--- src/rtl/rwpa_pkg.sv ---
`timescale 1ns / 1ps

package rwpa_pkg;

  // angle and coordinate formats
  localparam int ANGLE_BITS = 16;
  localparam int FRAC_BITS  = 16;
  localparam int COORD_BITS = 32;

  // trig values are Q1.15, products Q2.30
  localparam int TRIG_BITS  = 16;
  localparam int LUT_BITS   = 8;
  localparam int PROD_BITS  = 2 * TRIG_BITS;
  localparam int PROD_FRAC  = 2 * (TRIG_BITS - 1);
  localparam int STEP_SHIFT = PROD_FRAC - FRAC_BITS;
  localparam int DELTA_BITS = PROD_BITS - STEP_SHIFT;

  // step queue and in-flight accounting
  localparam int QDEPTH    = 4;
  localparam int QPTR_BITS = $clog2(QDEPTH);
  localparam int QCNT_BITS = $clog2(QDEPTH + 1);
  // front pipeline holds two requests ahead of the queue
  localparam int CREDITS   = QDEPTH;

  typedef logic [LUT_BITS-1:0]          lut_angle_t;
  typedef logic signed [TRIG_BITS-1:0]  trig_t;
  typedef logic signed [PROD_BITS-1:0]  prod_t;
  typedef logic signed [DELTA_BITS-1:0] delta_t;
  typedef logic signed [COORD_BITS-1:0] coord_t;

  // one decoded step handed from front to back
  typedef struct packed {
    logic   restart;
    delta_t dx;
    delta_t dy;
    delta_t dz;
  } step_t;

  // queue handshake between front, queue and back
  typedef struct packed {
    logic push;
    logic pop;
  } q_ctrl_t;

  // quarter-wave sine, sin(k*pi/128) in Q1.15, last entry saturated
  function automatic trig_t qsin(input logic [6:0] k);
    trig_t v;
    case (k)
      7'd0:  v = 16'sd0;     7'd1:  v = 16'sd804;   7'd2:  v = 16'sd1608;
      7'd3:  v = 16'sd2411;  7'd4:  v = 16'sd3212;  7'd5:  v = 16'sd4011;
      7'd6:  v = 16'sd4808;  7'd7:  v = 16'sd5602;  7'd8:  v = 16'sd6393;
      7'd9:  v = 16'sd7180;  7'd10: v = 16'sd7962;  7'd11: v = 16'sd8740;
      7'd12: v = 16'sd9512;  7'd13: v = 16'sd10279; 7'd14: v = 16'sd11039;
      7'd15: v = 16'sd11793; 7'd16: v = 16'sd12540; 7'd17: v = 16'sd13279;
      7'd18: v = 16'sd14010; 7'd19: v = 16'sd14733; 7'd20: v = 16'sd15447;
      7'd21: v = 16'sd16151; 7'd22: v = 16'sd16846; 7'd23: v = 16'sd17531;
      7'd24: v = 16'sd18205; 7'd25: v = 16'sd18868; 7'd26: v = 16'sd19520;
      7'd27: v = 16'sd20160; 7'd28: v = 16'sd20788; 7'd29: v = 16'sd21403;
      7'd30: v = 16'sd22006; 7'd31: v = 16'sd22595; 7'd32: v = 16'sd23170;
      7'd33: v = 16'sd23732; 7'd34: v = 16'sd24279; 7'd35: v = 16'sd24812;
      7'd36: v = 16'sd25330; 7'd37: v = 16'sd25833; 7'd38: v = 16'sd26319;
      7'd39: v = 16'sd26791; 7'd40: v = 16'sd27246; 7'd41: v = 16'sd27684;
      7'd42: v = 16'sd28106; 7'd43: v = 16'sd28511; 7'd44: v = 16'sd28899;
      7'd45: v = 16'sd29269; 7'd46: v = 16'sd29622; 7'd47: v = 16'sd29957;
      7'd48: v = 16'sd30274; 7'd49: v = 16'sd30572; 7'd50: v = 16'sd30853;
      7'd51: v = 16'sd31114; 7'd52: v = 16'sd31357; 7'd53: v = 16'sd31581;
      7'd54: v = 16'sd31786; 7'd55: v = 16'sd31972; 7'd56: v = 16'sd32138;
      7'd57: v = 16'sd32286; 7'd58: v = 16'sd32413; 7'd59: v = 16'sd32522;
      7'd60: v = 16'sd32610; 7'd61: v = 16'sd32679; 7'd62: v = 16'sd32729;
      7'd63: v = 16'sd32758; 7'd64: v = 16'sd32767;
      default: v = 16'sd0;
    endcase
    return v;
  endfunction

  // full-turn sine from 2 quadrant bits and 6 index bits
  function automatic trig_t sin8(input lut_angle_t a);
    logic [6:0] idx;
    trig_t      v;
    idx = a[6] ? (7'd64 - {1'b0, a[5:0]}) : {1'b0, a[5:0]};
    v   = qsin(idx);
    return a[7] ? -v : v;
  endfunction

endpackage

--- src/rtl/rwpa_back.sv ---
`timescale 1ns / 1ps

module rwpa_back (
  input  logic                clk_i,
  input  logic                rst_ni,
  input  logic                empty_i,
  input  rwpa_pkg::step_t     head_i,
  output logic                pop_o,
  output logic                out_valid_o,
  input  logic                out_stall_i,
  output rwpa_pkg::coord_t    x_o,
  output rwpa_pkg::coord_t    y_o,
  output rwpa_pkg::coord_t    z_o
);

  rwpa_pkg::coord_t acc_x_q, acc_y_q, acc_z_q;
  rwpa_pkg::coord_t acc_x_d, acc_y_d, acc_z_d;
  logic             valid_q;

  // saturating add of a step delta to a coordinate
  function automatic rwpa_pkg::coord_t sat_add(input rwpa_pkg::coord_t base,
                                               input rwpa_pkg::delta_t d);
    logic signed [rwpa_pkg::COORD_BITS:0] s;
    rwpa_pkg::coord_t                    r;
    s = (rwpa_pkg::COORD_BITS + 1)'(base) + (rwpa_pkg::COORD_BITS + 1)'(d);
    if (s[rwpa_pkg::COORD_BITS] != s[rwpa_pkg::COORD_BITS-1]) begin
      r = s[rwpa_pkg::COORD_BITS] ? {1'b1, {(rwpa_pkg::COORD_BITS-1){1'b0}}}
                                  : {1'b0, {(rwpa_pkg::COORD_BITS-1){1'b1}}};
    end else begin
      r = s[rwpa_pkg::COORD_BITS-1:0];
    end
    return r;
  endfunction

  // take a step whenever the output register is free
  assign pop_o = !empty_i && (!valid_q || !out_stall_i);

  always_comb begin
    acc_x_d = sat_add(head_i.restart ? '0 : acc_x_q, head_i.dx);
    acc_y_d = sat_add(head_i.restart ? '0 : acc_y_q, head_i.dy);
    acc_z_d = sat_add(head_i.restart ? '0 : acc_z_q, head_i.dz);
  end

  // position accumulators double as the output register
  always_ff @(posedge clk_i or negedge rst_ni) begin
    if (!rst_ni) begin
      acc_x_q <= '0;
      acc_y_q <= '0;
      acc_z_q <= '0;
      valid_q <= 1'b0;
    end else begin
      if (pop_o) begin
        acc_x_q <= acc_x_d;
        acc_y_q <= acc_y_d;
        acc_z_q <= acc_z_d;
        valid_q <= 1'b1;
      end else if (!out_stall_i) begin
        valid_q <= 1'b0;
      end
    end
  end

  assign out_valid_o = valid_q;
  assign x_o         = acc_x_q;
  assign y_o         = acc_y_q;
  assign z_o         = acc_z_q;

endmodule

--- config.mk ---
export PLATFORM = sky130hd
export DESIGN_NAME = rwpa_back
export DESIGN_NICKNAME = d
export VERILOG_FILES = /design/src/rtl/rwpa_pkg.sv /design/src/rtl/rwpa_back.sv
export SDC_FILE = /design/constraint.sdc
export NUM_CORES = 1
export LEC_CHECK = 0
export BUFFER_PORTS_ARGS = -buffer_cell sky130_fd_sc_hd__buf_4
export CAP_MARGIN = 20
export CELL_PAD_IN_SITES_DETAIL_PLACEMENT = 2
export CELL_PAD_IN_SITES_GLOBAL_PLACEMENT = 2
export CORE_MARGIN = 4
export CORE_UTILIZATION = 30
export CTS_CLUSTER_DIAMETER = 80
export DETAILED_ROUTE_END_ITERATION = 8
export PLACE_DENSITY_LB_ADDON = 0.12
export SYNTH_ARGS = -nofsm -noshare
export SYNTH_HDL_FRONTEND = slang
export SYNTH_SLANG_ARGS = --single-unit
--- constraint.sdc ---
create_clock -name clk_i -period 5.64 [get_ports clk_i]
set_input_delay 1.128 -clock clk_i [delete_from_list [all_inputs] [get_ports clk_i]]
set_output_delay 1.128 -clock clk_i [all_outputs]
set_load 0.1 [all_outputs]
Yosys cells after proc, flatten, opt, wreduce, memory -nomap -nowiden
Index checks and enable logic that the tools add are counted.
{"block": "totals", "reg_bits": 97, "latch_bits": 0, "ram_bits": 0, "romBits": 0, "in_bits": 59, "output_inout_bits": 98, "wordCells": 27, "memories": 0}
{"block": "op_classes", "addsub": 3, "mul": 0, "div": 0, "n_lt_le_gt_ge": 0, "n_eq_ne": 4, "n_shift": 0, "mux": 11, "n_bitwise": 0, "n_reduce_logical": 5}
{"operator": "32-bit 2-to-1 mux", "count": 9}
{"operator": "32-bit by 18-bit adder with 33-bit output", "count": 3}
{"operator": "1-bit zero test", "count": 3}
{"operator": "1-bit != test", "count": 3}
{"operator": "1-bit 2-to-1 mux", "count": 2}
{"operator": "2-bit != test (second input constant)", "count": 1}
{"operator": "1-bit logical AND", "count": 1}
{"operator": "1-bit logical OR", "count": 1}

Logic depth before layout (Yosys ltp)
{"block": "depth", "ltp_word": 4, "mapped_depth": 17, "mapped_depth_nobuf": 13}

Worst setup path after synthesis
No wires, ideal clock.
{"block": "synth_timing", "path_kind": "in2reg", "start": "input head_i[54] in the netlist's numbering", "end": "register acc_y_q[13], in the netlist y_o[13]", "setup_time_ps": 83, "arrival_time_ps": 4001, "t_required_ps": 5557, "path_slack_ps": 1557, "path_stages": 17, "n_path_buf": 4, "path_cell_list": "clkbuf_1 -> clkbuf_1 -> nor2b_1 -> ha_1 -> inv_1 -> fa_1 -> nand2b_1 -> a21oi_1 -> o2111ai_1 -> nand3_1 -> a31oi_2 -> o311ai_1 -> o21a_1 -> buf_4 -> o21ai_1 -> buf_4 -> o21ai_0"}
{"block": "synth_between", "elab_chain_len": 4, "elab_cells_between_ends": 5, "classes_between": "add/sub (1); eq/ne (1); mux (3)"}
{"element": "from (decl)", "line": "rwpa_back.sv:7", "text": "input rwpa_pkg::step_t head_i,"}
{"element": "32-bit 2-to-1 mux *", "line": "rwpa_back.sv:40", "text": "acc_y_d = sat_add(head_i.restart ? '0 : acc_y_q, head_i.dy);"}
{"element": "32-bit by 18-bit adder with 33-bit output *", "line": "rwpa_back.sv:25", "text": "s = (rwpa_pkg::COORD_BITS + 1)'(base) + (rwpa_pkg::COORD_BITS + 1)'(d);"}
{"element": "32-bit 2-to-1 mux or 1-bit != test (tied branches)", "line": "rwpa_back.sv:27, rwpa_back.sv:26"}
{"element": "32-bit 2-to-1 mux *", "line": "rwpa_back.sv:26", "text": "if (s[rwpa_pkg::COORD_BITS] != s[rwpa_pkg::COORD_BITS-1]) begin"}
{"element": "to (signal assigned)", "line": "rwpa_back.sv:54", "text": "acc_y_q <= acc_y_d;"}
{"element": "to (decl)", "line": "rwpa_back.sv:16", "text": "rwpa_pkg::coord_t acc_x_q, acc_y_q, acc_z_q;"}
Mark *: on every way between the ends. The rest lies on a longest branch, timed or not.
A chain may end at the register's enable or synchronous reset.

Worst setup path in the final report
{"block": "layout_timing", "start": "input head_i[54] in the netlist's numbering", "end": "register acc_z_q[3], in the netlist z_o[3]"}
{"block": "layout_between", "elab_chain_len": 4, "elab_cells_between_ends": 5, "classes_between": "add/sub (1); eq/ne (1); mux (3)"}
{"element": "32-bit 2-to-1 mux *", "line": "rwpa_back.sv:41", "text": "acc_z_d = sat_add(head_i.restart ? '0 : acc_z_q, head_i.dz);"}
{"element": "32-bit by 18-bit adder with 33-bit output *", "line": "rwpa_back.sv:25"}
{"element": "32-bit 2-to-1 mux or 1-bit != test (tied branches)", "line": "rwpa_back.sv:27, rwpa_back.sv:26"}
{"element": "32-bit 2-to-1 mux *", "line": "rwpa_back.sv:26"}
{"element": "to (signal assigned)", "line": "rwpa_back.sv:55", "text": "acc_z_q <= acc_z_d;"}
{"element": "to (decl)", "line": "rwpa_back.sv:16"}
Marked as above.

==> metrics <==
initial antenna violation count=0; WL/cell=20.3 µm; Critical Path End Type=flip-flop; Total Wirelength=38.9 mm; Area growth syn-to-layout=19.6%; Root Buffer=clkbuf_16; HP Class=reg -> reg; Synth async-reset ratio=1.00; Fin. Hold Viols=0; Max FO, Critical Path=34; Final WS setup=1.06 ns; ys flop type=dfrtp_1; core area=33500 µm²; final setup fails=0; Crit Path Class=in -> reg; met3 GRT Util=0.0183; Setup TNS=0 ns; Vias=10.4k; GRT met2 Usage=0.352; critical-path cell list=buf_4 -> buf_12 -> nor2b_1 -> ha_1 -> inv_1 -> fa_1 -> nand2b_1 -> a21oi_1 -> o211ai_1 -> a21oi_1 -> o31ai_1 -> buf_4 -> o41a_1 -> nor3_2 -> buf_4 -> nor2_1 -> o21ai_0; Routed Antenna Nets=0; num ports=157; filler cell count=3968; post-synthesis cell count=1342; number of port buffers=156; CTS Buf Count=9; Arr. time, crit path=4.87 ns; area of the die=37100 µm²; Slew headroom=0.485; number of setup buffers added after CTS=0; CP Data Required Time=5.92 ns; Hold Crit Depth=2; status=finished, final reports clean; TritonRoute pass-1 iters=4; Finished Cell Area=12200 µm²; met1 Resource Use GR=0.298; GR peak layer=met2; synthesis-stage register bit count=97; Congestion Overflow GR=0; Die W=193 µm; synth unique cells=77; fin. max-slew vios=0; clock buffer depth=2; CTS tree=yes; post-synthesis sequential area ratio=0.238; placed cell area=11900 µm²; most common cell after layout, fill and taps aside=buf_4; Detail Placement HPWL=29.9 mm; CTS clk-pin slew, worst paths=0.08 ns; pre-CTS setup slack=0.597 ns; Worst Reg-to-Reg Cells=15; CP startpoint kind=input pin; initial drt markers=390; Starting Density=0.305; RSZ-0062 raised after global routing=false; most frequent cells in the layout=buf_4, o21ai_0, a21oi_1; clk_skew=0.0101 ns; Post-CTS Hold Buffers=0; CP max-delay cell=o41a_1; Fmax=218 MHz; Post-synth EDFFs=0; Crit path top cell by count=buf_4; syn nets=1500; largest net degree at the start of global routing=71; worst slew pin tran=0.768 ns; Layout Nets=1622; # rows=67; Ys Warns=0; post-synthesis cell area=10200 µm²; die height=193 µm; MaxCap Viol Count=0; H-tree levels=3; residual DRC count=0; routability cong.=0.836; # diodes=0; synthesized area per cell=7.61 µm²; post_cts resized=0; Vias/cell=5.40; Tmin final=4.58 ns; Clock Sinks=97; Clock Latency Late Sink=0.38 ns; period utilisation layout=0.813; critical path's largest stage delay=0.51 ns; global-route wire length before repair=62.6 mm; Tot GR Track Use=0.211; vias in the first global route=11.1k; layout cells sized above 1=0.148
[Yosys cell counts (11+ instances only)]
| library cell | count | area (µm²) |
|---|---|---|
| a211oi_1 | 14 | 105 |
| a21o_1 | 42 | 315 |
| a21oi_1 | 147 | 736 |
| and3_1 | 11 | 68.8 |
| buf_2 | 19 | 95.1 |
| clkbuf_1 | 41 | 154 |
| dfrtp_1 | 97 | 2430 |
| ha_1 | 96 | 1200 |
| inv_1 | 38 | 143 |
| nand2_1 | 144 | 541 |
| nand2b_1 | 23 | 144 |
| nand3_1 | 36 | 180 |
| nand4_1 | 14 | 87.6 |
| nor2_1 | 71 | 267 |
| nor2b_1 | 102 | 638 |
| nor3_1 | 24 | 120 |
| o211ai_1 | 13 | 97.6 |
| o21ai_0 | 161 | 806 |
| o21ai_1 | 16 | 80.1 |
| o21bai_1 | 14 | 105 |
| xnor2_1 | 53 | 464 |
| xor2_1 | 26 | 228 |
[logic make-up after synthesis]
| group | synth area share |
|---|---|
| and+or+nand+nor | 0.227 |
| buffers and inverters | 0.0447 |
| AOI/OAI and AO/OA | 0.278 |
| xor gates and xnor gates | 0.0720 |
| muxes | 0.00306 |
| DFF | 0.238 |
| adders and majority gates | 0.137 |
[layout make-up]
class,count,area (µm²),area share
Inverter,38,143,0.0117
Tap cell,448,561,0.0459
Sequential cell,97,2430,0.199
Clock inverter,2,60.1,0.00492
Timing Repair Buffer,181,1420,0.116
Clock buffer,14,264,0.0216
Multi-Input combinational cell,1137,7350,0.601
[routing by layer]
metal / up-vias / wire length [µm]
met5: - / 0
met4: 0 / 397
met3: 17 / 755
met2: 107 / 18300
met1: 5187 / 19500
li1: 5041 / -
[stage by stage]
stage,hold WS [ns],util,std cells
finish,0.506,0.364,1917
global route,0.545,0.364,1917
CTS,0.513,0.364,1916
detailed placement,0.495,0.354,1900
global placement,0.484,0.354,1900
floorplan,0.832,-,1342
[flip-flops by register name, summed over array words and instances, names as in the netlist]
register,flops
z_o,32
out_valid_o,1
y_o,32
x_o,32
[critical path, delay by kind of cell]
family,cells,cell delay (ns)
compound gates,6,1.50
buf+inv,5,0.97
fa+ha+maj,2,0.62
simple gates,4,0.61
[worst paths after layout]
kind | from | endpoint | slack, ns
max | head_i[54] | z_o[3] | 1.06
min | z_o[14] | z_o[14] | 0.51
max reg2reg | z_o[0] | z_o[3] | 1.91
min reg2reg | z_o[14] | z_o[14] | 0.51
max in group asynchronous | rst_ni | x_o[22] | 4.16
min in group asynchronous | rst_ni | y_o[15] | 0.69
Power is not shown: default switching activity piles up to over one toggle a cycle in this logic, so the estimate is an artifact.
