===== src/rtl/rwpa_pkg.sv =====
`timescale 1ns / 1ps

package rwpa_pkg;

  // angle and coordinate formats
  localparam int ANGLE_BITS = 16;
  localparam int FRAC_BITS  = 16;
  localparam int COORD_BITS = 32;

  // trig values are Q1.15, products Q2.30
  localparam int TRIG_BITS  = 16;
  localparam int LUT_BITS   = 8;
  localparam int PROD_BITS  = 2 * TRIG_BITS;
  localparam int PROD_FRAC  = 2 * (TRIG_BITS - 1);
  localparam int STEP_SHIFT = PROD_FRAC - FRAC_BITS;
  localparam int DELTA_BITS = PROD_BITS - STEP_SHIFT;

  // step queue and in-flight accounting
  localparam int QDEPTH    = 4;
  localparam int QPTR_BITS = $clog2(QDEPTH);
  localparam int QCNT_BITS = $clog2(QDEPTH + 1);
  // front pipeline holds two requests ahead of the queue
  localparam int CREDITS   = QDEPTH;

  typedef logic [LUT_BITS-1:0]          lut_angle_t;
  typedef logic signed [TRIG_BITS-1:0]  trig_t;
  typedef logic signed [PROD_BITS-1:0]  prod_t;
  typedef logic signed [DELTA_BITS-1:0] delta_t;
  typedef logic signed [COORD_BITS-1:0] coord_t;

  // one decoded step handed from front to back
  typedef struct packed {
    logic   restart;
    delta_t dx;
    delta_t dy;
    delta_t dz;
  } step_t;

  // queue handshake between front, queue and back
  typedef struct packed {
    logic push;
    logic pop;
  } q_ctrl_t;

  // quarter-wave sine, sin(k*pi/128) in Q1.15, last entry saturated
  function automatic trig_t qsin(input logic [6:0] k);
    trig_t v;
    case (k)
      7'd0:  v = 16'sd0;     7'd1:  v = 16'sd804;   7'd2:  v = 16'sd1608;
      7'd3:  v = 16'sd2411;  7'd4:  v = 16'sd3212;  7'd5:  v = 16'sd4011;
      7'd6:  v = 16'sd4808;  7'd7:  v = 16'sd5602;  7'd8:  v = 16'sd6393;
      7'd9:  v = 16'sd7180;  7'd10: v = 16'sd7962;  7'd11: v = 16'sd8740;
      7'd12: v = 16'sd9512;  7'd13: v = 16'sd10279; 7'd14: v = 16'sd11039;
      7'd15: v = 16'sd11793; 7'd16: v = 16'sd12540; 7'd17: v = 16'sd13279;
      7'd18: v = 16'sd14010; 7'd19: v = 16'sd14733; 7'd20: v = 16'sd15447;
      7'd21: v = 16'sd16151; 7'd22: v = 16'sd16846; 7'd23: v = 16'sd17531;
      7'd24: v = 16'sd18205; 7'd25: v = 16'sd18868; 7'd26: v = 16'sd19520;
      7'd27: v = 16'sd20160; 7'd28: v = 16'sd20788; 7'd29: v = 16'sd21403;
      7'd30: v = 16'sd22006; 7'd31: v = 16'sd22595; 7'd32: v = 16'sd23170;
      7'd33: v = 16'sd23732; 7'd34: v = 16'sd24279; 7'd35: v = 16'sd24812;
      7'd36: v = 16'sd25330; 7'd37: v = 16'sd25833; 7'd38: v = 16'sd26319;
      7'd39: v = 16'sd26791; 7'd40: v = 16'sd27246; 7'd41: v = 16'sd27684;
      7'd42: v = 16'sd28106; 7'd43: v = 16'sd28511; 7'd44: v = 16'sd28899;
      7'd45: v = 16'sd29269; 7'd46: v = 16'sd29622; 7'd47: v = 16'sd29957;
      7'd48: v = 16'sd30274; 7'd49: v = 16'sd30572; 7'd50: v = 16'sd30853;
      7'd51: v = 16'sd31114; 7'd52: v = 16'sd31357; 7'd53: v = 16'sd31581;
      7'd54: v = 16'sd31786; 7'd55: v = 16'sd31972; 7'd56: v = 16'sd32138;
      7'd57: v = 16'sd32286; 7'd58: v = 16'sd32413; 7'd59: v = 16'sd32522;
      7'd60: v = 16'sd32610; 7'd61: v = 16'sd32679; 7'd62: v = 16'sd32729;
      7'd63: v = 16'sd32758; 7'd64: v = 16'sd32767;
      default: v = 16'sd0;
    endcase
    return v;
  endfunction

  // full-turn sine from 2 quadrant bits and 6 index bits
  function automatic trig_t sin8(input lut_angle_t a);
    logic [6:0] idx;
    trig_t      v;
    idx = a[6] ? (7'd64 - {1'b0, a[5:0]}) : {1'b0, a[5:0]};
    v   = qsin(idx);
    return a[7] ? -v : v;
  endfunction

endpackage


===== src/rtl/rwpa_queue.sv =====
`timescale 1ns / 1ps

module rwpa_queue (
  input  logic                clk_i,
  input  logic                rst_ni,
  input  rwpa_pkg::q_ctrl_t   ctrl_i,
  input  rwpa_pkg::step_t     step_i,
  output logic                empty_o,
  output rwpa_pkg::step_t     head_o
);

  rwpa_pkg::step_t                  mem_q [rwpa_pkg::QDEPTH];
  logic [rwpa_pkg::QPTR_BITS-1:0]   wr_q, rd_q;
  logic [rwpa_pkg::QCNT_BITS-1:0]   cnt_q, cnt_d;

  // pointers and fill count; credits upstream keep it from overflowing
  always_comb begin
    cnt_d = cnt_q;
    case ({ctrl_i.push, ctrl_i.pop})
      2'b10:   cnt_d = cnt_q + 1'b1;
      2'b01:   cnt_d = cnt_q - 1'b1;
      default: cnt_d = cnt_q;
    endcase
  end

  always_ff @(posedge clk_i or negedge rst_ni) begin
    if (!rst_ni) begin
      wr_q  <= '0;
      rd_q  <= '0;
      cnt_q <= '0;
    end else begin
      if (ctrl_i.push) wr_q <= wr_q + 1'b1;
      if (ctrl_i.pop)  rd_q <= rd_q + 1'b1;
      cnt_q <= cnt_d;
    end
  end

  // storage
  always_ff @(posedge clk_i) begin
    if (ctrl_i.push) mem_q[wr_q] <= step_i;
  end

  assign empty_o = (cnt_q == '0);
  assign head_o  = mem_q[rd_q];

endmodule


===== config.mk =====
export PLATFORM = sky130hd
export DESIGN_NAME = rwpa_queue
export DESIGN_NICKNAME = d
export VERILOG_FILES = /design/src/rtl/rwpa_pkg.sv /design/src/rtl/rwpa_queue.sv
export SDC_FILE = /design/constraint.sdc
export NUM_CORES = 1
export LEC_CHECK = 0
export BUFFER_PORTS_ARGS = -buffer_cell sky130_fd_sc_hd__buf_2
export CELL_PAD_IN_SITES_DETAIL_PLACEMENT = 2
export CELL_PAD_IN_SITES_GLOBAL_PLACEMENT = 2
export CORE_ASPECT_RATIO = 0.6
export CORE_MARGIN = 3
export CORE_UTILIZATION = 45
export CTS_CLUSTER_DIAMETER = 80
export DETAILED_ROUTE_END_ITERATION = 8
export HOLD_SLACK_MARGIN = 0.05
export PLACE_DENSITY_LB_ADDON = 0.1
export SETUP_SLACK_MARGIN = 0.5
export SLEW_MARGIN = 30
export SYNTH_ARGS = -nofsm -noshare
export SYNTH_HDL_FRONTEND = slang
export SYNTH_SLANG_ARGS = --single-unit

===== constraint.sdc =====
create_clock -name clk_i -period 2.7 [get_ports clk_i]
set_input_delay 0.27 -clock clk_i [delete_from_list [all_inputs] [get_ports clk_i]]
set_output_delay 0.27 -clock clk_i [all_outputs]
set_load 0.01 [all_outputs]

==> metrics.md, run 1 <==
| Metric | Value |
|---|---|
| YS warnings | `0` |
| Initial core utilization | `47.2%` |
| Synth top area cells | `edfxtp_1 79%, mux4_2 15%, dfrtp_1 2.1%, ha_1 0.75%, buf_6 0.54%` |
| Area fraction of the dominant cell type after synthesis | `79.4%` |
| Synth Cell Area | `8320 um2` |
| Hpwl dp | `12400 um` |
| IO buf count | `114` |
| Sequential fraction of the synthesis area | `81.5%` |
| Outcome | `aborted with a tool error` |
| Most area-hungry cell type in the Yosys netlist | `edfxtp_1` |
| Die height | `111 um` |
| Post-Syn Area per Cell | `25.8 um2` |
| Synthesized instance count | `approximately 320` |
| Failing step | `detailed placement` |
| Die Width | `182 um` |
| Netlist cell types | `17` |
| First error | `[ERROR DPL-0033] detailed placement checks failed during check placement.` |
| GPL Wtd Cong | `just over 0.7` |
| Top Ports | `115` |
| # rows | `37` |
| Post-synthesis register bit count | `227` |
| Mapped Nets | `388` |
## metrics by stage
step | cells | worst slack, ns | cell area, um2 | hold WS, ns
3_3_place_gp | 669 | 0.644 | 9240 | 0.117
2_1_floorplan | 323 | 0.951 | 8330 | -0.0256
## Yosys cell counts
| cell | n |
|---|---|
| inv_1 | 6 |
| and2_1 | 4 |
| xor2_1 | 4 |
| buf_4 | 2 |
| edfxtp_1 | 220 |
| ha_1 | 5 |
| nand2_1 | 3 |
| xnor2_1 | 2 |
| dfrtp_1 | 7 |
| nor2_1 | 1 |
| buf_6 | 4 |
| fa_1 | 1 |
| buf_2 | 5 |
| mux4_2 | 55 |
| clkbuf_1 | 1 |
| o21ai_0 | 2 |
| nor3_1 | 1 |
## logic make-up after synthesis
| kind of cell | Yosys count | share of synthesized area (%) |
|---|---|---|
| flip-flops | 227 | 81.5 |
| adder cells (fa/ha/maj) | 6 | 0.992 |
| buffers and inverters | 18 | 1.34 |
| AO/OA/AOI/OAI | 2 | 0.120 |
| multiplexers | 55 | 14.9 |
| AND/OR/NAND/NOR | 9 | 0.541 |
| XOR/XNOR | 6 | 0.631 |
==> run 2, diff against run 1 <==
==> config.mk (replaced) <==
export PLATFORM = sky130hd
export DESIGN_NAME = rwpa_queue
export DESIGN_NICKNAME = d
export VERILOG_FILES = /design/src/rtl/rwpa_pkg.sv /design/src/rtl/rwpa_queue.sv
export SDC_FILE = /design/constraint.sdc
export NUM_CORES = 1
export LEC_CHECK = 0
export BUFFER_PORTS_ARGS = -buffer_cell sky130_fd_sc_hd__buf_2
export CORE_MARGIN = 3
export CORE_UTILIZATION = 30
export DETAILED_ROUTE_END_ITERATION = 8
export PLACE_DENSITY_LB_ADDON = 0.15
export SLEW_MARGIN = 30
export SYNTH_ARGS = -nofsm -noshare
export SYNTH_HDL_FRONTEND = slang
export SYNTH_SLANG_ARGS = --single-unit
==> metrics.md, run 2 <==
| Metric | Value |
|---|---|
| VDD IR max | `464 uV` |
| PwrDens | `around 1000 nW/um2` |
| Count leader, synth | `edfxtp_1` |
| Hold depth | `2` |
| CTS resizes | `0` |
| Worst Path Buf+Inv | `2` |
| Worst Path Required | `2.43 ns` |
| Achievable clock frequency | `roughly 0.41 GHz` |
| Pre-CTS WS | `0.759 ns` |
| Post-route setup slack | `approximately 0.27 ns` |
| YS warnings | `0 (unchanged)` |
| Critical path arrival | `2.16 ns` |
| Initial core utilization | `30.7% (-16 points)` |
| Post-Syn Area per Cell | `25.8 um2 (unchanged)` |
| Hold path endpoint | `rd_q[0]$_DFFE_PN0P_` |
| Vias in the first global route | `about 4400` |
| Vias | `3917` |
| Largest regs | `mem_q x220, cnt_q x3` |
| Max incr delay on CP | `0.64 ns` |
| Die height | `173 um (+55%)` |
| R2r setup slk | `between 0.9 and 1 ns` |
| Final period utilization | `roughly 90%` |
| FF-to-FF path depth | `4` |
| Synthesized instance count | `323 (unchanged)` |
| Reg2reg start | `wr_q[0]$_DFFE_PN0P_` |
| DRT Wirelength | `around 17000 um` |
| Worst path slowest cell | `dfrtp_4` |
| Fill count | `between 2000 and 2500` |
| # hold bufs at CTS | `56` |
| Tightest Hold Check Type | `in -> reg` |
| Sequential fraction of the synthesis area | `81.5% (unchanged)` |
| Max Slew Vio Count | `0` |
| Outcome | `completed` |
| Top delay family on crit path | `flip-flops` |
| Synth Cell Area | `8320 um2 (unchanged)` |
| H-Tree Depth | `1` |
| CTS max path bufs | `3` |
| Setup TNS | `0 ns` |
| Clk sinks | `227` |
| First DRT Iteration DRCs | `approximately 200` |
| Leak | `3.73 nW` |
| Total congestion overflow | `0` |
| Total GRT Usage | `11.1%` |
| Max-cap violations | `0` |
| Final setup skew | `0.0152 ns` |
| Final hold slack | `0.0206 ns` |
| Final Hold Fails | `0` |
| Most area-hungry cell type in the Yosys netlist | `edfxtp_1` |
| Pin count of the biggest net entering global routing | `38` |
| Drt via density | `4.30` |
| Mapped Nets | `388 (unchanged)` |
| Share of layout cells above drive strength 1 | `41.6%` |
| Postcts setup bufs | `0` |
| Main flop type after synthesis | `edfxtp_1` |
| Area of the multi-input gates | `about 1400 um2` |
| Most frequent cells in the layout | `220 x edfxtp_1, 114 x buf_2, 56 x dlygate4sd3_1` |
| Antenna viol nets, final | `0` |
| CP Max Fanout | `15` |
| Reg2reg end | `mem_q[0][34]$_DFFE_PP_` |
| Die Width | `173 um (-5.0%)` |
| Nets | `584` |
| RSZ-0062 raised after global routing | `no` |
| GPL Wtd Cong | `0.633 (-12%)` |
| Area fraction of the dominant cell type after synthesis | `79.4% (unchanged)` |
| First-pass GRT wire length | `25500 um` |
| Worst slew pin tran | `around 0.54 ns` |
| CP Launch Type | `flip-flop` |
| Post-synthesis async set-or-reset flop share | `3.08% (unchanged)` |
| Count of final setup violators | `0` |
| Netlist cell types | `17 (unchanged)` |
| Wire per inst | `~18 um` |
| Most flop-heavy register | `mem_q` |
| Post-synth EDFFs | `220 (unchanged)` |
| Post-synthesis register bit count | `227 (unchanged)` |
| Most common cell after layout, fill and taps aside | `edfxtp_1` |
| IO buf count | `114 (unchanged)` |
| Crit path cell chain | `buf_4 -> mux4_2 -> buf_2` |
| Die area | `29800 um2` |
| DRC viols | `0` |
| Slew headroom | `between 60 and 70%` |
| Area growth syn-to-layout | `30.0%` |
| # rows | `60 (+62%)` |
| Kind of critical path | `reg -> out` |
| Reg area | `between 6000 and 7000 um2` |
| Hpwl dp | `9670 um (-22%)` |
| Commonest cells post-synth | `220 x edfxtp_1, 55 x mux4_2, 7 x dfrtp_1` |
| Largest register FFs | `220` |
| Initial antenna violation count | `0` |
| Antenna diode count | `0` |
| Router iterations before antenna repair | `4` |
| Worst hold path startpoint | `ctrl_i[0]` |
| Clock transition at path regs | `around 0.060 ns` |
| Num CTS Buffers | `26` |
| Clock root buffer | `clkbuf_16` |
| Clock Latency Late Sink | `between 0.5 and 0.6 ns` |
| CP Capture Type | `primary output` |
| CTS tree | `done` |
| Top Ports | `115 (unchanged)` |
| Min cycle time layout | `2.43 ns` |
| Synth top area cells | `edfxtp_1 79%, mux4_2 15%, dfrtp_1 2.1%, ha_1 0.75%, buf_6 0.54%` |
| Core Area | `27100 um2` |
## run 2: report_power, final
group | internal (mW) | leakage, nW | total (mW) | switching (mW)
combinational | 1.52 | 1.23 | 3.19 | 1.67
sequential | 4.62 | 2.10 | 4.83 | 0.215
clock | 1.97 | 0.397 | 3.28 | 1.31
## run 2: per-stage QoR
step | util [%] | power, mW | cells | cell area (um2)
floorplan | - | 6.87 | 323 | 8320
global placement | 34.8 | 8.13 | 807 | 9430
detailed placement | 34.8 | 8.17 | 807 | 9430
CTS | 39.9 | 11.6 | 910 | 10800
global route | 39.9 | 11.9 | 910 | 10800
finish | 39.9 | 11.3 | 910 | 10800
## run 2: layer usage
layer	GRT usage (%)	part of all wire, %
met5	0	0
met4	3.24	2.2
met2	19.1	51
met3	2.37	5.0
met1	14.1	42
## run 2: cell type report
class                   count  share of cell area [%]
flip-flops and latches    227                    62.7
multi-input cells          78                    13.3
repair buffers            180                    11.8
clock buffers              35                    6.70
well taps                 372                    4.30
clock inverters            12                   0.925
inverters                   6                   0.208
## run 2: cells by family (layout without fill, tap and decap cells)
logic type | count (synthesis) | in the layout | share of synthesized area (%)
flops | 227 | 227 | 81.5
mux | 55 | 55 | 14.9
compound gates | 2 | 2 | 0.120
buf+inv | 18 | 233 | 1.34
fa+ha+maj | 6 | 6 | 0.992
simple gates | 9 | 9 | 0.541
xor+xnor | 6 | 6 | 0.631
## run 2: how the worst max path moves through the flow
stage / from / cells past startpoint / end
final: rd_q[0]$_DFFE_PN0P_ / 3 / head_o[4]
after global routing: rd_q[0]$_DFFE_PN0P_ / 3 / head_o[4]
after CTS: rd_q[0]$_DFFE_PN0P_ / 3 / head_o[43]
after detailed placement: rd_q[0]$_DFFE_PN0P_ / 3 / head_o[43]
after global placement: rd_q[0]$_DFFE_PN0P_ / 3 / head_o[43]
after floorplan: wr_q[0]$_DFFE_PN0P_ / 3 / mem_q[0][0]$_DFFE_PP_
## run 2: worst reg2reg max path, cell delays in order (launching register included)
cell and delay [ns]:
dfrtp_1 0.42, inv_1 0.10, ha_1 0.15, and2_4 0.49, buf_4 0.30
(Power assumes the default switching activity.)
==> run 3, diff against run 2 <==
==> constraint.sdc (replaced) <==
create_clock -name clk_i -period 2.7 [get_ports clk_i]
set_input_delay 0.27 -clock clk_i [delete_from_list [all_inputs] [get_ports clk_i]]
set_output_delay 0.27 -clock clk_i [all_outputs]
set_load 0.02 [all_outputs]
==> metrics.md, run 3 (synthesized netlist as in run 2, its figures left out) <==
| Metric | Value |
|---|---|
| Outcome | `completed` |
| Clk sinks | `227 (unchanged)` |
| Initial antenna violation count | `0 (unchanged)` |
| Pin count of the biggest net entering global routing | `38 (unchanged)` |
| CTS resizes | `0 (unchanged)` |
| WL met1 | `7180 um (+3.7%)` |
| Most frequent cells in the layout | `220 x edfxtp_1, 114 x buf_2, 56 x dlygate4sd3_1` |
| Critical path arrival | `2.17 ns (about the same)` |
| Top Layer Used | `met4` |
| Worst hold path startpoint | `ctrl_i[0]` |
| Hold path endpoint | `rd_q[0]$_DFFE_PN0P_` |
| Hold depth | `2 (unchanged)` |
| Drt via density | `4.33 (+0.71%)` |
| Vias | `3936 (+0.49%)` |
| Final period utilization | `90.2% (about the same)` |
| CP Capture Type | `primary output` |
| Postcts setup bufs | `0 (unchanged)` |
| Reg area | `6790 um2 (unchanged)` |
| Die area | `29800 um2 (unchanged)` |
| Total GRT Usage | `11.1% (+0.073 points)` |
| # hold bufs at CTS | `56 (unchanged)` |
| Reg2reg end | `mem_q[0][30]$_DFFE_PP_` |
| PwrDens | `1090 nW/um2 (+4.2%)` |
| Final setup skew | `0.0101 ns (-0.00514 ns)` |
| Share of layout cells above drive strength 1 | `40.7% (-0.96 points)` |
| First-pass GRT wire length | `25800 um (+1.2%)` |
| Total congestion overflow | `0 (unchanged)` |
| Die Width | `173 um (unchanged)` |
| Vias in the first global route | `4455 (+1.7%)` |
| GPL Wtd Cong | `0.639 (+1.0%)` |
| VDD IR max | `507 uV (+9.3%)` |
| Die height | `173 um (unchanged)` |
| Area of the multi-input gates | `1440 um2 (unchanged)` |
| Reg2reg start | `wr_q[0]$_DFFE_PN0P_` |
| Max-cap violations | `0 (unchanged)` |
| Clock root buffer | `clkbuf_16` |
| Final hold slack | `0.0432 ns (+0.0227 ns)` |
| Slew headroom | `63.3% (-0.47 points)` |
| Setup TNS | `0 ns (unchanged)` |
| DRT Wirelength | `16500 um (-0.17%)` |
| Area growth syn-to-layout | `30.0% (about the same)` |
| Max Slew Vio Count | `0 (unchanged)` |
| Count of final setup violators | `0 (unchanged)` |
| Hpwl dp | `9660 um (about the same)` |
| Nets | `583 (-0.17%)` |
| Antenna viol nets, final | `0 (unchanged)` |
| Largest regs | `mem_q x220, cnt_q x3` |
| Num CTS Buffers | `26 (unchanged)` |
| Internal power | `8.20 mW (+1.1%)` |
| Met2 wire length | `8200 um (-2.9%)` |
| CP Max Fanout | `25 (+10)` |
| RSZ-0062 raised after global routing | `no` |
| Achievable clock frequency | `0.411 GHz (about the same)` |
| First DRT Iteration DRCs | `152 (-25%)` |
| Core Area | `27100 um2 (unchanged)` |
| R2r setup slk | `0.91 ns (-0.02 ns)` |
| Most flop-heavy register | `mem_q` |
| Worst slew pin tran | `0.551 ns (+0.00699 ns)` |
| CTS tree | `done` |
| H-Tree Depth | `1 (unchanged)` |
| Antenna diode count | `0 (unchanged)` |
| Psw | `3.57 mW (+12%)` |
| Clock share of power | `28.4% (-0.6 points)` |
| Clock Latency Late Sink | `0.51 ns (about the same)` |
| DRC viols | `0 (unchanged)` |
| CP Launch Type | `flip-flop` |
| Leak | `3.73 nW (about the same)` |
| IO buf count | `114 (unchanged)` |
| Most common cell after layout, fill and taps aside | `edfxtp_1` |
| Worst Path Required | `2.43 ns (about the same)` |
| Met3 WL post-DR | `688 um (-17%)` |
| Min cycle time layout | `2.44 ns (+0.00220 ns)` |
| Combinational power share | `30.5% (+2.3 points)` |
| Crit path from | `rd_q[0]$_DFFE_PN0P_` |
| Largest register FFs | `220 (unchanged)` |
| Clock transition at path regs | `0.05 ns (about the same)` |
| Router iterations before antenna repair | `4 (unchanged)` |
| Top Ports | `115 (unchanged)` |
| Reg power frac | `41.1% (-1.6 points)` |
| FF-to-FF path depth | `4 (unchanged)` |
| Final Hold Fails | `0 (unchanged)` |
| Initial core utilization | `30.7% (unchanged)` |
| Tightest Hold Check Type | `in -> reg` |
| # rows | `60 (unchanged)` |
| CTS max path bufs | `3 (unchanged)` |
| Fill count | `2463 (+0.041%)` |
| Switching portion of total power | `30.3% (+2.1 points)` |
| Kind of critical path | `reg -> out` |
| Wire per inst | `18.2 um (about the same)` |
-- run 3: worst max-delay path, cell delays in order (launching register included) --
cell and delay [ns]:
dfrtp_4 0.63, buf_12 0.28, mux4_2 0.54, buf_2 0.18
-- run 3: worst max path at each step --
stage	slack, ns	cells past startpoint	to
floorplan	0.36	3	mem_q[0][0]$_DFFE_PP_
global placement	0.74	3	head_o[12]
detailed placement	0.74	3	head_o[12]
CTS	0.18	3	head_o[12]
global route	0.13	3	head_o[8]
finish	0.26	3	head_o[8]
-- run 3: final cells by class --
| cell class | count | area share (%) |
|---|---|---|
| Tap cell | 372 | 4.30 |
| Clock buffer | 37 | 6.78 |
| Multi-Input combinational cell | 78 | 13.3 |
| Sequential cell | 227 | 62.8 |
| Clock inverter | 9 | 0.868 |
| Timing Repair Buffer | 179 | 11.8 |
| Inverter | 6 | 0.208 |
-- run 3: per-stage QoR --
stage / instance area, um2 / total power [mW] / util [%] / setup slack [ns] / cells
2_1_floorplan: 8320 / 7.31 / - / 0.357 / 323
3_3_place_gp: 9430 / 8.52 / 34.8 / 0.741 / 806
3_5_place_dp: 9430 / 8.58 / 34.8 / 0.743 / 806
4_1_cts: 10800 / 12.1 / 39.9 / 0.185 / 908
5_1_grt: 10800 / 12.4 / 39.9 / 0.130 / 908
6_report: 10800 / 11.8 / 39.9 / 0.265 / 908
-- run 3: routing by layer --
metal  vias up  global-route usage [%]
met2        98                    19.1
met5         -                       0
met3        34                    2.37
li1       1760                       -
met4         0                    3.41
met1      2044                    14.3
-- run 3: power groups by stage --
stage	registers, mW	clock network, mW	logic, mW
6_report	4.83	3.34	3.59
5_1_grt	4.89	3.61	3.89
4_1_cts	4.85	3.47	3.74
3_5_place_dp	4.92	0	3.66
3_3_place_gp	4.88	0	3.64
2_1_floorplan	4.82	0	2.49
